$ cat src/rtl/bsfr_pkg.sv
`timescale 1ns / 1ps
// Shared types and constants for the byte-stuffed frame receiver.
// Used by bsfr_step and byte_stuffed_frame_receiver_core; depends on nothing.
package bsfr_pkg;

    // Largest payload per frame; two more body bytes form the check word.
    localparam int MAX_PAYLOAD = 1024;
    localparam int BODY_LIMIT  = MAX_PAYLOAD + 2;
    localparam int CNT_W       = $clog2(BODY_LIMIT + 1);

    localparam int BYTE_W = 8;
    localparam int KIND_W = 3;
    localparam int CHK_W  = 16;
    localparam int LEN_W  = 11;

    localparam logic [BYTE_W-1:0] ESC_BYTE   = 8'h1b;
    localparam logic [BYTE_W-1:0] FLAG_RESET = 8'd126;

    // Configuration port.
    localparam int APB_ADDR_W = 3;
    localparam int APB_DATA_W = 32;
    localparam logic REG_IDX_FLAG = 1'b0;   // paddr[2] selects the register

    // Result kinds.
    localparam logic [KIND_W-1:0] K_SEQ     = 3'd0;
    localparam logic [KIND_W-1:0] K_PAYLOAD = 3'd1;
    localparam logic [KIND_W-1:0] K_END     = 3'd2;
    localparam logic [KIND_W-1:0] K_TRUNC   = 3'd3;
    localparam logic [KIND_W-1:0] K_NOFLAG  = 3'd4;
    localparam logic [KIND_W-1:0] K_SHORT   = 3'd5;

    typedef enum logic [3:0] {
        PH_IDLE = 4'b0001,
        PH_SEQ  = 4'b0010,
        PH_BODY = 4'b0100,
        PH_DROP = 4'b1000
    } t_phase;

    typedef struct packed {
        t_phase              phase;
        logic                esc;
        logic [CNT_W-1:0]    cnt;
        logic [BYTE_W-1:0]   older;
        logic [BYTE_W-1:0]   newer;
    } t_state;

    typedef struct packed {
        logic                valid;
        logic [KIND_W-1:0]   kind;
        logic [BYTE_W-1:0]   value;
        logic [CHK_W-1:0]    check_word;
        logic [LEN_W-1:0]    payload_length;
    } t_result;

endpackage

$ cat src/rtl/byte_stuffed_frame_receiver_core.sv
`timescale 1ns / 1ps
// Top level of the byte-stuffed frame receiver: input register, deframer state,
// result register and the APB register port. Depends on bsfr_pkg and bsfr_step.
//
//   channel   direction  handshake               payload
//   input     in         i_in_valid/o_in_stall   i_rx_byte
//   result    out        o_out_valid/i_out_stall o_kind, o_value, o_check_word,
//                                                o_payload_length
//   config    in         APB psel/penable/pready paddr, pwdata, prdata
//
// One item per cycle while the result register is not stalled: a byte enters the input
// register, is decoded from it and any result is loaded into the result register.
// A result is visible once it is loaded into the result register and is taken at an
// edge where i_out_stall is low.
// A stalled result register backs up into the input register and then o_in_stall.
// Synchronous active-low reset returns the deframer to idle with flag 126.
module byte_stuffed_frame_receiver_core (
    input  logic                                 i_clk,
    input  logic                                 i_rst_n,
    input  logic                                 i_in_valid,
    output logic                                 o_in_stall,
    input  logic [bsfr_pkg::BYTE_W-1:0]          i_rx_byte,
    output logic                                 o_out_valid,
    input  logic                                 i_out_stall,
    output logic [bsfr_pkg::KIND_W-1:0]          o_kind,
    output logic [bsfr_pkg::BYTE_W-1:0]          o_value,
    output logic [bsfr_pkg::CHK_W-1:0]           o_check_word,
    output logic [bsfr_pkg::LEN_W-1:0]           o_payload_length,
    input  logic                                 psel,
    input  logic                                 penable,
    input  logic                                 pwrite,
    input  logic [bsfr_pkg::APB_ADDR_W-1:0]      paddr,
    input  logic [bsfr_pkg::APB_DATA_W-1:0]      pwdata,
    output logic [bsfr_pkg::APB_DATA_W-1:0]      prdata,
    output logic                                 pready
);

    logic                          r_in_valid;
    logic [bsfr_pkg::BYTE_W-1:0]   r_in_byte;
    logic [bsfr_pkg::BYTE_W-1:0]   r_flag;
    bsfr_pkg::t_state              r_st;
    bsfr_pkg::t_state              n_st;
    bsfr_pkg::t_result             step_res;
    bsfr_pkg::t_result             r_res;
    logic                          out_free;
    logic                          proc_fire;
    logic                          in_accept;
    logic                          cfg_wr;

    assign out_free   = !r_res.valid || !i_out_stall;
    assign proc_fire  = r_in_valid && out_free;
    assign o_in_stall = r_in_valid && !proc_fire;
    assign in_accept  = i_in_valid && !o_in_stall;

    bsfr_step u_step (
        .i_state  (r_st),
        .i_byte   (r_in_byte),
        .i_flag   (r_flag),
        .o_state  (n_st),
        .o_result (step_res)
    );

    // Input register.
    always_ff @(posedge i_clk) begin
        if (!i_rst_n) begin
            r_in_valid <= 1'b0;
        end else if (in_accept) begin
            r_in_valid <= 1'b1;
        end else if (proc_fire) begin
            r_in_valid <= 1'b0;
        end
    end

    always_ff @(posedge i_clk) begin
        if (in_accept) begin
            r_in_byte <= i_rx_byte;
        end
    end

    // Deframer state.
    always_ff @(posedge i_clk) begin
        if (!i_rst_n) begin
            r_st.phase <= bsfr_pkg::PH_IDLE;
            r_st.esc   <= 1'b0;
            r_st.cnt   <= '0;
            r_st.older <= '0;
            r_st.newer <= '0;
        end else if (proc_fire) begin
            r_st <= n_st;
        end
    end

    // Result register; only the valid bit is reset.
    always_ff @(posedge i_clk) begin
        if (!i_rst_n) begin
            r_res.valid <= 1'b0;
        end else if (proc_fire && step_res.valid) begin
            r_res <= step_res;
        end else if (!i_out_stall) begin
            r_res.valid <= 1'b0;
        end
    end

    assign o_out_valid      = r_res.valid;
    assign o_kind           = r_res.kind;
    assign o_value          = r_res.value;
    assign o_check_word     = r_res.check_word;
    assign o_payload_length = r_res.payload_length;

    // APB register port; the flag register is the only one.
    assign pready = 1'b1;
    assign cfg_wr = psel && penable && pwrite && (paddr[2] == bsfr_pkg::REG_IDX_FLAG);

    always_ff @(posedge i_clk) begin
        if (!i_rst_n) begin
            r_flag <= bsfr_pkg::FLAG_RESET;
        end else if (cfg_wr) begin
            r_flag <= pwdata[bsfr_pkg::BYTE_W-1:0];
        end
    end

    always_comb begin
        prdata = '0;
        if (paddr[2] == bsfr_pkg::REG_IDX_FLAG) begin
            prdata[bsfr_pkg::BYTE_W-1:0] = r_flag;
        end
    end

    // The body counter never runs past the limit.
    a_cnt_bound: assert property (@(posedge i_clk) disable iff (!i_rst_n)
        r_st.cnt <= bsfr_pkg::CNT_W'(bsfr_pkg::BODY_LIMIT))
        else $error("body count beyond limit");

    // An escape can only be pending inside a frame.
    a_esc_phase: assert property (@(posedge i_clk) disable iff (!i_rst_n)
        r_st.esc |-> (r_st.phase == bsfr_pkg::PH_BODY || r_st.phase == bsfr_pkg::PH_DROP))
        else $error("escape pending outside a frame");

    // A sequence result always opens the body phase.
    a_seq_body: assert property (@(posedge i_clk) disable iff (!i_rst_n)
        (proc_fire && step_res.valid && step_res.kind == bsfr_pkg::K_SEQ)
        |=> (r_st.phase == bsfr_pkg::PH_BODY && r_st.cnt == '0))
        else $error("sequence result without entering body");

    // A held input item is neither lost nor changed while the result side is busy.
    a_in_hold: assert property (@(posedge i_clk) disable iff (!i_rst_n)
        (r_in_valid && !proc_fire) |=> (r_in_valid && $stable(r_in_byte)))
        else $error("held input item lost");

endmodule

$ cat src/rtl/bsfr_step.sv
`timescale 1ns / 1ps
// Next-state and result logic of the deframer for one received byte.
// Purely combinational; uses types and constants from bsfr_pkg.
module bsfr_step (
    input  bsfr_pkg::t_state                  i_state,
    input  logic [bsfr_pkg::BYTE_W-1:0]       i_byte,
    input  logic [bsfr_pkg::BYTE_W-1:0]       i_flag,
    output bsfr_pkg::t_state                  o_state,
    output bsfr_pkg::t_result                 o_result
);

    always_comb begin
        logic                              literal;
        logic                              do_finish;
        logic [bsfr_pkg::KIND_W-1:0]       fin_kind;
        logic                              at_limit;

        o_state   = i_state;
        o_result  = '0;
        literal   = 1'b0;
        do_finish = 1'b0;
        fin_kind  = bsfr_pkg::K_END;
        at_limit  = (i_state.cnt >= bsfr_pkg::CNT_W'(bsfr_pkg::BODY_LIMIT));

        unique case (i_state.phase)
            bsfr_pkg::PH_IDLE: begin
                if (i_byte == i_flag) begin
                    o_state.phase = bsfr_pkg::PH_SEQ;
                end else begin
                    o_result.valid = 1'b1;
                    o_result.kind  = bsfr_pkg::K_NOFLAG;
                end
            end
            bsfr_pkg::PH_SEQ: begin
                // The sequence byte is taken raw, even if it matches flag or escape.
                o_state.phase  = bsfr_pkg::PH_BODY;
                o_state.esc    = 1'b0;
                o_state.cnt    = '0;
                o_state.older  = '0;
                o_state.newer  = '0;
                o_result.valid = 1'b1;
                o_result.kind  = bsfr_pkg::K_SEQ;
                o_result.value = i_byte;
            end
            bsfr_pkg::PH_BODY: begin
                if (i_state.esc) begin
                    o_state.esc = 1'b0;
                    literal     = 1'b1;
                end else if (i_byte == bsfr_pkg::ESC_BYTE) begin
                    o_state.esc = 1'b1;
                    if (at_limit) begin
                        o_state.phase = bsfr_pkg::PH_DROP;
                    end
                end else if (i_byte == i_flag) begin
                    do_finish = 1'b1;
                    fin_kind  = bsfr_pkg::K_END;
                end else begin
                    literal = 1'b1;
                end
                if (literal) begin
                    if (at_limit) begin
                        o_state.phase = bsfr_pkg::PH_DROP;
                    end else begin
                        // Bytes are held back by two so the last pair becomes the check word.
                        if (i_state.cnt >= bsfr_pkg::CNT_W'(2)) begin
                            o_result.valid = 1'b1;
                            o_result.kind  = bsfr_pkg::K_PAYLOAD;
                            o_result.value = i_state.older;
                        end
                        o_state.older = i_state.newer;
                        o_state.newer = i_byte;
                        o_state.cnt   = i_state.cnt + bsfr_pkg::CNT_W'(1);
                    end
                end
            end
            bsfr_pkg::PH_DROP: begin
                if (i_state.esc) begin
                    o_state.esc = 1'b0;
                end else if (i_byte == bsfr_pkg::ESC_BYTE) begin
                    o_state.esc = 1'b1;
                end else if (i_byte == i_flag) begin
                    do_finish = 1'b1;
                    fin_kind  = bsfr_pkg::K_TRUNC;
                end
            end
            default: begin
                o_state.phase = bsfr_pkg::PH_IDLE;
                o_state.esc   = 1'b0;
            end
        endcase

        if (do_finish) begin
            o_state.phase  = bsfr_pkg::PH_IDLE;
            o_state.esc    = 1'b0;
            o_result.valid = 1'b1;
            if (i_state.cnt < bsfr_pkg::CNT_W'(2)) begin
                o_result.kind = bsfr_pkg::K_SHORT;
            end else begin
                o_result.kind           = fin_kind;
                o_result.check_word     = {i_state.newer, i_state.older};
                o_result.payload_length =
                    bsfr_pkg::LEN_W'(i_state.cnt - bsfr_pkg::CNT_W'(2));
            end
        end
    end

endmodule
$ cat config.mk
export PLATFORM = sky130hd
export DESIGN_NAME = byte_stuffed_frame_receiver_core
export DESIGN_NICKNAME = d
export VERILOG_FILES = /design/src/rtl/bsfr_pkg.sv /design/src/rtl/byte_stuffed_frame_receiver_core.sv /design/src/rtl/bsfr_step.sv
export SDC_FILE = /design/constraint.sdc
export NUM_CORES = 1
export LEC_CHECK = 0
export BUFFER_PORTS_ARGS = -buffer_cell sky130_fd_sc_hd__buf_4
export CORE_ASPECT_RATIO = 1.2
export CORE_MARGIN = 3
export CORE_UTILIZATION = 52
export DETAILED_ROUTE_END_ITERATION = 6
export HOLD_SLACK_MARGIN = 0.03
export PLACE_DENSITY = 0.89
export SLEW_MARGIN = 20
export SYNTH_ARGS = -nofsm -noshare
export SYNTH_HDL_FRONTEND = slang
export SYNTH_SLANG_ARGS = --single-unit
$ cat constraint.sdc
create_clock -name i_clk -period 6.3 [get_ports i_clk]
set_clock_uncertainty 0.05 [all_clocks]
set_input_delay 1.26 -clock i_clk [delete_from_list [all_inputs] [get_ports i_clk]]
set_output_delay 1.26 -clock i_clk [all_outputs]
set_load 0.02 [all_outputs]
==> results of run 1 <==
per-layer routing:
metal	global-route usage	part of all wire	vias to the layer above
li1	-	-	1461
met1	0.224	0.41	1436
met2	0.293	0.48	153
met3	0.0405	0.083	22
met4	0.0910	0.026	0
met5	0	0	-
state kept, by name, summed over array words and instances, names as in the netlist:
name and count:
r_st 32, o_check_word 16, o_payload_length 11, o_value 8, r_flag 8, r_in_byte 8
o_kind 3, o_out_valid 1, r_in_valid 1
layout make-up:
type,instances,area share
sequential,88,0.461
multi-input combinational,257,0.348
timing repair buffer,74,0.119
clock buffer,9,0.0257
tap,90,0.0234
clock inverter,7,0.0156
inverter,9,0.00701
cell usage after synthesis (all sizes together), types with 2 or more instances:
cell    instances  area (um2)
a21oi          14        70.1
a22o            8        70.1
a32o           17         170
and2           19         119
and3            2        12.5
buf            35         267
clkbuf          7        26.3
conb            2        7.51
dfxtp          42         841
edfxtp         46        1380
ha              5        62.6
inv             9        33.8
mux2i           3        30.0
nand2          31         116
nand2b          3        18.8
nand3          10        50.1
nand4           7        43.8
nand4b          3        26.3
nor2           22        82.6
nor2b          11        68.8
nor3            6        46.3
nor4            8        56.3
o21ai           4        20.0
o311ai          2        35.0
o31ai          10        80.1
or2             2        12.5
or3             5        36.3
or4             7        52.6
or4b            2        23.8
xnor2          14         123
where the power goes:
group          internal (uW)  leakage [uW]  switching (uW)
combinational           34.6       0.00100            56.9
sequential               615      0.000725            9.71
clock                    156     0.0000981             225
total                    806       0.00183             291
critical path: stages (launching register included):
cell      delay [ns]
dfxtp_1         0.37
inv_1           0.13
ha_1            0.21
nor3b_1         0.39
nand4b_1        0.25
a21o_1          0.45
or3_1           0.53
a31oi_4         0.66
buf_16          0.23
cells by family (layout without fill, tap and decap cells):
group | count (synthesis) | in the layout | share of synthesized area
AND/OR/NAND/NOR | 140 | 140 | 0.190
flip-flops | 88 | 88 | 0.539
AO/OA/AOI/OAI | 69 | 69 | 0.136
buffers and inverters | 51 | 99 | 0.0792
XOR/XNOR | 15 | 15 | 0.0319
adder cells (fa/ha/maj) | 5 | 5 | 0.0152
multiplexers | 3 | 3 | 0.00728
other | 2 | 25 | 0.00182
path summary, 6_finish.rpt:
path | start | endpoint | slack [ns] | cells past startpoint
worst min register to register | r_flag[0]$_SDFFE_PN0P_ | r_flag[0]$_SDFFE_PN0P_ | 0.45 | 2
worst min-delay path | r_flag[0]$_SDFFE_PN0P_ | r_flag[0]$_SDFFE_PN0P_ | 0.45 | 2
worst max-delay path | r_st[18]$_SDFFE_PN0P_ | o_check_word[5]$_SDFFCE_PP0P_ | 2.74 | 8
worst max register to register | r_st[18]$_SDFFE_PN0P_ | o_check_word[5]$_SDFFCE_PP0P_ | 2.74 | 8
metrics by stage:
step | utilization | power [uW] | hold slack, ns | instance area, um2 | worst slack (ns)
detailed placement | 0.613 | 728 | 0.431 | 4590 | 2.57
global route | 0.644 | 1130 | 0.467 | 4820 | 2.48
CTS | 0.640 | 1100 | 0.448 | 4790 | 2.54
global placement | 0.613 | 725 | 0.414 | 4590 | 2.71
floorplan | - | 700 | 0.406 | 4210 | 1.81
finish | 0.644 | 1100 | 0.450 | 4820 | 2.74
==> impl_metrics.tcl, run 1 <==
set metrics [dict create \
    gp_congestion 0.866 \
    grt.total_usage 0.181 \
    mappedNetlistArea_um2 4120 \
    grt_pass1_vias 2874 \
    synth-edff-count 46 \
    placementRows 34 \
    leakage_uw 0.00183 \
    critPathLaunchType "register" \
    path_clk_slew_ns 0.10 \
    synth-async-reset-ratio 0 \
    drt_iter0_drc 205 \
    die_h_um 104 \
    insertedDiodeCount 0 \
    drc 0 \
    syn2layout_area_growth_pct 16.9 \
    core_area_um2 7490 \
    cp.required_ns 6.34 \
    chipWidth_um 87.3 \
    cts_made_buffers 9 \
    layout_common_cells "buf_4, edfxtp_1, dfxtp_1" \
    wl_per_cell_um 15.8 \
    max-slew-margin-rel 0.364 \
    initial_utilization 0.551 \
    p_per_area_nw_per_um2 228 \
    synth-seq-area-share 0.539 \
    ys_ff_latch 88 \
    fin_setup_tns_ns 0 \
    clk_latency_ns 0.37 \
    overflow 0 \
    ant_nets 0 \
    setup_viol 0 \
    grt_start_max_net_pins 39 \
    cts_max_path_buffers 2 \
    viasPerCell 5.75 \
    fmax_ghz 0.281 \
    synth_ff_type "edfxtp_1" \
    hold_viol 0 \
    rsz0062_at_grt "no" \
    syn_inst 373 \
    wl_mm 8.44 \
    path_class "register to register" \
    clock-sinks 88 \
    tightestPinTransition_ns 0.931 \
    place_inst 517 \
    layout.cells.non_filler 534 \
    postCtsSetupRepairBufs 0 \
    cts_htree_levels 3 \
    portBuffers 71 \
    min_period_ns 3.56 \
    fillers 571 \
    regArea_um2 2220 \
    cts_hold_buf 0 \
    fp.dieArea_um2 9040 \
    cts_root_buf "clkbuf_8" \
    place_hpwl_mm 5.97 \
    mostFrequentLayoutCell "buf_4" \
    final_nets 494 \
    multiInputGateArea_um2 1680 \
    ir_drop_uv 169 \
    vias 3072 \
    firstDrtPassIters 4 \
    cts_tree "yes" \
    ys_types 59 \
    layout-drive-gt1-share 0.227 \
    hp-class "register to register" \
    ys.warnings.count 0 \
    ctsResizeCount 0 \
    status "finished clean" \
    grt_antenna_before_repair 0 \
    crit_path_max_fanout 21 \
    post-route-period-util 0.566 \
    ioPinCount 123 \
    critical_path_arrival_ns 3.60 \
    cap_violations 0 \
    cp-end-kind "register" \
    syn-mean-instance-area_um2 11.1 \
    grt_pass1_wl_mm 13.2 \
    finalMaxSlewViolations 0 \
]
Note: power is estimated with default switching activity, not from simulation.
==> run 2: changes to the inputs <==
clock period = 3.5 ns   (was 6.3 ns; I/O delays follow)
==> run 2 against run 1 <==
Via count rose by 1.2%. Total power increased by 80%. Non-clock buffer count rose by 4. Routed wire length shrank 2.6%. Flip-flop and latch count unchanged. Die area is the same. Utilization grew 0.30 points. Clock power grew 79%. Global-route usage rose by 0.53 points. Critical path depth did not move. Largest power group unchanged. Count of clock-buffer cells in the layout stayed put. Sequential share of layout area shrank 0.21 points.
==> impl_metrics.tcl, run 2 (synthesis gave the netlist of run 1 again) <==
set metrics [dict create \
    status "finished clean" \
    tightestPinTransition_ns 0.876 \
    min_period_ns 2.91 \
    postCtsSetupRepairBufs 0 \
    gp_congestion 0.872 \
    cts_hold_buf 0 \
    wl_per_cell_um 15.3 \
    ir_drop_uv 296 \
    crit_buf_inv 2 \
    die_h_um 104 \
    pre_cts_ws_ns 0.706 \
    holdWs_ns 0.446 \
    critPathLaunchType "register" \
    setup_viol 0 \
    clock-sinks 88 \
    cts_tree "yes" \
    fillers 561 \
    wl_mm 8.22 \
    crit_path_max_fanout 19 \
    grt_pass1_vias 2870 \
    fmax_ghz 0.343 \
    cap_violations 0 \
    layout-drive-gt1-share 0.234 \
    multiInputGateArea_um2 1680 \
    slowest_stage "nor3_2" \
    overflow 0 \
    clk_latency_ns 0.37 \
    leakage_uw 0.00184 \
    hold_viol 0 \
    initial_utilization 0.551 \
    rsz0062_at_grt "no" \
    cts_root_buf "clkbuf_8" \
    cts_max_path_buffers 2 \
    fin_setup_tns_ns 0 \
    core_area_um2 7490 \
    ctsResizeCount 0 \
    viasPerCell 5.78 \
    vias 3109 \
    finalMaxSlewViolations 0 \
    grt_start_max_net_pins 39 \
    setup_slack_ns 0.587 \
    portBuffers 71 \
    syn2layout_area_growth_pct 17.4 \
    crit_path_cell_trace "inv_1 -> ha_1 -> nor3b_1 -> nand4b_1 -> a21o_1 -> buf_4 -> nor3_2 -> a2bb2oi_1" \
    regArea_um2 2220 \
    cts_htree_levels 3 \
    grt_pass1_wl_mm 13.6 \
    path_class "register to register" \
    mostFrequentLayoutCell "buf_4" \
    fp.dieArea_um2 9040 \
    max-slew-margin-rel 0.412 \
    insertedDiodeCount 0 \
    p_per_area_nw_per_um2 407 \
    layout_common_cells "buf_4, edfxtp_1, dfxtp_1" \
    grt_antenna_before_repair 0 \
    critical_path_arrival_ns 3.05 \
    path_clk_slew_ns 0.10 \
    largest_register "r_st" \
    cp.required_ns 3.64 \
    largest_register_ff_count 32 \
    cpPeakStageDelay_ns 0.63 \
    ant_nets 0 \
    cp_top_family "simple AND/OR/NAND/NOR gates" \
    post-route-period-util 0.832 \
    grt.total_usage 0.186 \
    ioPinCount 123 \
    drc 0 \
    place_hpwl_mm 5.94 \
    firstDrtPassIters 5 \
    final_nets 498 \
    chipWidth_um 87.3 \
    drt_iter0_drc 218 \
    cp-end-kind "register" \
    hp-class "register to register" \
    placementRows 34 \
    cts_made_buffers 9 \
]
==> run 2: changes by cell type in the layout (fill, tap and decap cells not counted) <==
cell    before  now
buf_16       1    0
buf_4       73   77
buf_12       0    1
==> run 2: path summary, 6_finish.rpt <==
path | endpoint | cells past startpoint | from | slack [ns]
max | o_kind[0]$_DFFE_PP_ | 8 | r_st[18]$_SDFFE_PN0P_ | 0.59
min | r_st[12]$_SDFFE_PN0P_ | 1 | r_st[4]$_SDFFE_PN0P_ | 0.45
max reg2reg | o_kind[0]$_DFFE_PP_ | 8 | r_st[18]$_SDFFE_PN0P_ | 0.59
min reg2reg | r_st[12]$_SDFFE_PN0P_ | 1 | r_st[4]$_SDFFE_PN0P_ | 0.45
==> run 2: report_power, final <==
| group | leakage (uW) | internal [uW] | switching (uW) |
|---|---|---|---|
| Sequential | 0.000725 | 1110 | 17.6 |
| Clock | 0.0000981 | 281 | 401 |
| Combinational | 0.00102 | 62.6 | 103 |
| Total | 0.00184 | 1450 | 521 |
==> run 2: per-stage QoR <==
stage | instance area (um2) | utilization | total power, uW | cells
global placement | 4640 | 0.620 | 1310 | 522
finish | 4840 | 0.647 | 1970 | 538
floorplan | 4230 | - | 1260 | 396
global route | 4840 | 0.647 | 2040 | 538
detailed placement | 4640 | 0.620 | 1310 | 522
CTS | 4840 | 0.647 | 1990 | 538
==> run 2: layout make-up <==
| class | count | area share |
|---|---|---|
| flip-flops and latches | 88 | 0.459 |
| multi-input cells | 257 | 0.346 |
| inverters | 9 | 0.00698 |
| clock inverters | 7 | 0.0155 |
| clock buffers | 9 | 0.0256 |
| repair buffers | 78 | 0.124 |
| well taps | 90 | 0.0233 |
==> run 2: routing by layer <==
| layer | share of wire | global-route usage | routed length, um |
|---|---|---|---|
| met1 | 0.41 | 0.232 | 3330 |
| met2 | 0.49 | 0.300 | 4010 |
| met3 | 0.087 | 0.0588 | 714 |
| met4 | 0.019 | 0.0691 | 160 |
| met5 | 0 | 0 | 0 |
==> run 3: changes to the inputs <==
clock period = 2.88 ns   (was 3.5 ns; I/O delays follow)
==> run 3 against run 2 <==
Utilization increased by 0.74 points. Setup slack worse by 0.35 ns. Sequential power is 22% higher. Non-clock buffer count grew 5. Total power grew 22%. Sequential share of layout area fell by 0.49 points. Design area is 1.1% higher. Largest power group unchanged. Maximum frequency up 10%. Count of clock-buffer cells in the layout is the same.
==> impl_metrics.tcl, run 3 (synthesis gave the netlist of run 1 again) <==
set metrics [dict create \
    status "finished clean" \
    cts_tree "yes" \
    route.met3.wl_um 719 \
    wl_met2_mm 4.27 \
    cts_root_buf "clkbuf_8" \
    grt.total_usage 0.193 \
    internal_power_uw 1760 \
    gp_congestion 0.893 \
    clk_latency_ns 0.37 \
    leakage_uw 0.00187 \
    crit_path_cell_trace "or4b_4 -> or3_4 -> o31ai_2 -> or3_4 -> a31oi_4 -> buf_12" \
    firstDrtPassIters 5 \
    cts_made_buffers 9 \
    rsz0062_at_grt "no" \
    fmax_ghz 0.378 \
    fp.dieArea_um2 9040 \
    postCtsSetupRepairBufs 0 \
    wl_per_cell_um 16.0 \
    crit_path_max_fanout 38 \
    grt_antenna_before_repair 0 \
    ctsResizeCount 0 \
    cts_max_path_buffers 2 \
    cp.required_ns 2.94 \
    clock-sinks 88 \
    cpPeakStageDelay_ns 0.59 \
    finalMaxSlewViolations 0 \
    p_sw_uw 643 \
    power_switching_share 0.267 \
    drc 0 \
    tightestPinTransition_ns 0.907 \
    insertedDiodeCount 0 \
    cpMostUsedCell "or3_4" \
    placementRows 34 \
    drt_iter0_drc 241 \
    place_hpwl_mm 6.28 \
    ir_drop_uv 356 \
    wl_mm 8.68 \
    r2r_setup_slack_ns 0.24 \
    critical_path_arrival_ns 2.70 \
    max-slew-margin-rel 0.391 \
    largest_register "r_st" \
    cts_htree_levels 3 \
    hp-class "primary input to register" \
    met1Wirelength_mm 3.47 \
    grt_pass1_wl_mm 14.1 \
    largest_register_ff_count 32 \
    grt_pass1_vias 2982 \
    overflow 0 \
    cp-end-kind "register" \
    chipWidth_um 87.3 \
    setup_viol 0 \
    syn2layout_area_growth_pct 18.8 \
    final_nets 503 \
    pwr-share-seq 0.568 \
    post-route-period-util 0.918 \
    core_area_um2 7490 \
    vias 3125 \
    dr.max_layer_used "met4" \
    initial_utilization 0.551 \
    min_period_ns 2.64 \
    path_class "register to register" \
    cts_hold_buf 0 \
    grt_start_max_net_pins 39 \
    ioPinCount 123 \
    cap_violations 0 \
    p_per_area_nw_per_um2 491 \
    portBuffers 71 \
    layout-drive-gt1-share 0.254 \
    layout_common_cells "buf_4, edfxtp_1, dfxtp_1" \
    fillers 543 \
    hold_viol 0 \
    viasPerCell 5.76 \
    path_clk_slew_ns 0.09 \
    p_clk_frac 0.347 \
    combPwrFrac 0.085 \
    final_util 0.654 \
    slowest_stage "or4b_4" \
    mostFrequentLayoutCell "buf_4" \
    critPathLaunchType "register" \
    fin_setup_tns_ns 0 \
    ant_nets 0 \
    die_h_um 104 \
]
run 3: cell count changes in the layout (fill, tap and decap cells not counted), sizes merged:
cell and delta:
clkinv -1, buf +5, inv +1
run 3: power by group through the flow:
stage	registers, uW	clock network, uW	logic (uW)
2_1_floorplan	1420	0	115
3_3_place_gp	1390	0	198
3_5_place_dp	1400	0	203
4_1_cts	1370	843	204
5_1_grt	1370	901	218
6_report	1370	835	204
run 3: path summary, 6_finish.rpt:
path / from / endpoint / cells after the start
setup / recovery: r_in_byte[5]$_DFFE_PP_ / o_payload_length[4]$_SDFFCE_PP0P_ / 6
hold / removal: i_rx_byte[3] / r_in_byte[3]$_DFFE_PP_ / 1
setup reg to reg: r_in_byte[5]$_DFFE_PP_ / o_payload_length[4]$_SDFFCE_PP0P_ / 6
hold reg to reg: r_flag[7]$_SDFFE_PN0P_ / r_flag[7]$_SDFFE_PN0P_ / 2
run 3: critical path, delay by kind of cell, from the launching register on:
family,cells,cell delay [ns]
flip-flops,1,0.49
AO/OA/AOI/OAI,2,0.33
buffers and inverters,1,0.19
AND/OR/NAND/NOR,3,1.29
run 3: layout make-up:
| type | count | area [um2] | area share |
|---|---|---|---|
| multi-input combinational | 257 | 1700 | 0.346 |
| timing repair buffer | 83 | 636 | 0.130 |
| inverter | 9 | 33.8 | 0.00690 |
| clock buffer | 9 | 124 | 0.0253 |
| sequential | 88 | 2220 | 0.454 |
| clock inverter | 7 | 72.6 | 0.0148 |
| tap | 90 | 113 | 0.0230 |
run 3: metrics by stage:
stage / instance area, um2 / hold slack (ns) / setup WS, ns / cells / total power, uW
after detailed placement: 4700 / 0.428 / 0.285 / 527 / 1600
after global routing: 4900 / 0.313 / 0.103 / 543 / 2490
after CTS: 4900 / 0.324 / 0.266 / 543 / 2410
final: 4900 / 0.336 / 0.237 / 543 / 2410
after global placement: 4700 / 0.413 / 0.344 / 527 / 1590
after floorplan: 4250 / 0.406 / 0.00678 / 396 / 1530
run 3: metal layers:
metal,vias to the layer above,track usage
met1,1449,0.246
li1,1480,-
met4,0,0.0822
met3,28,0.0477
met2,168,0.308
met5,-,0
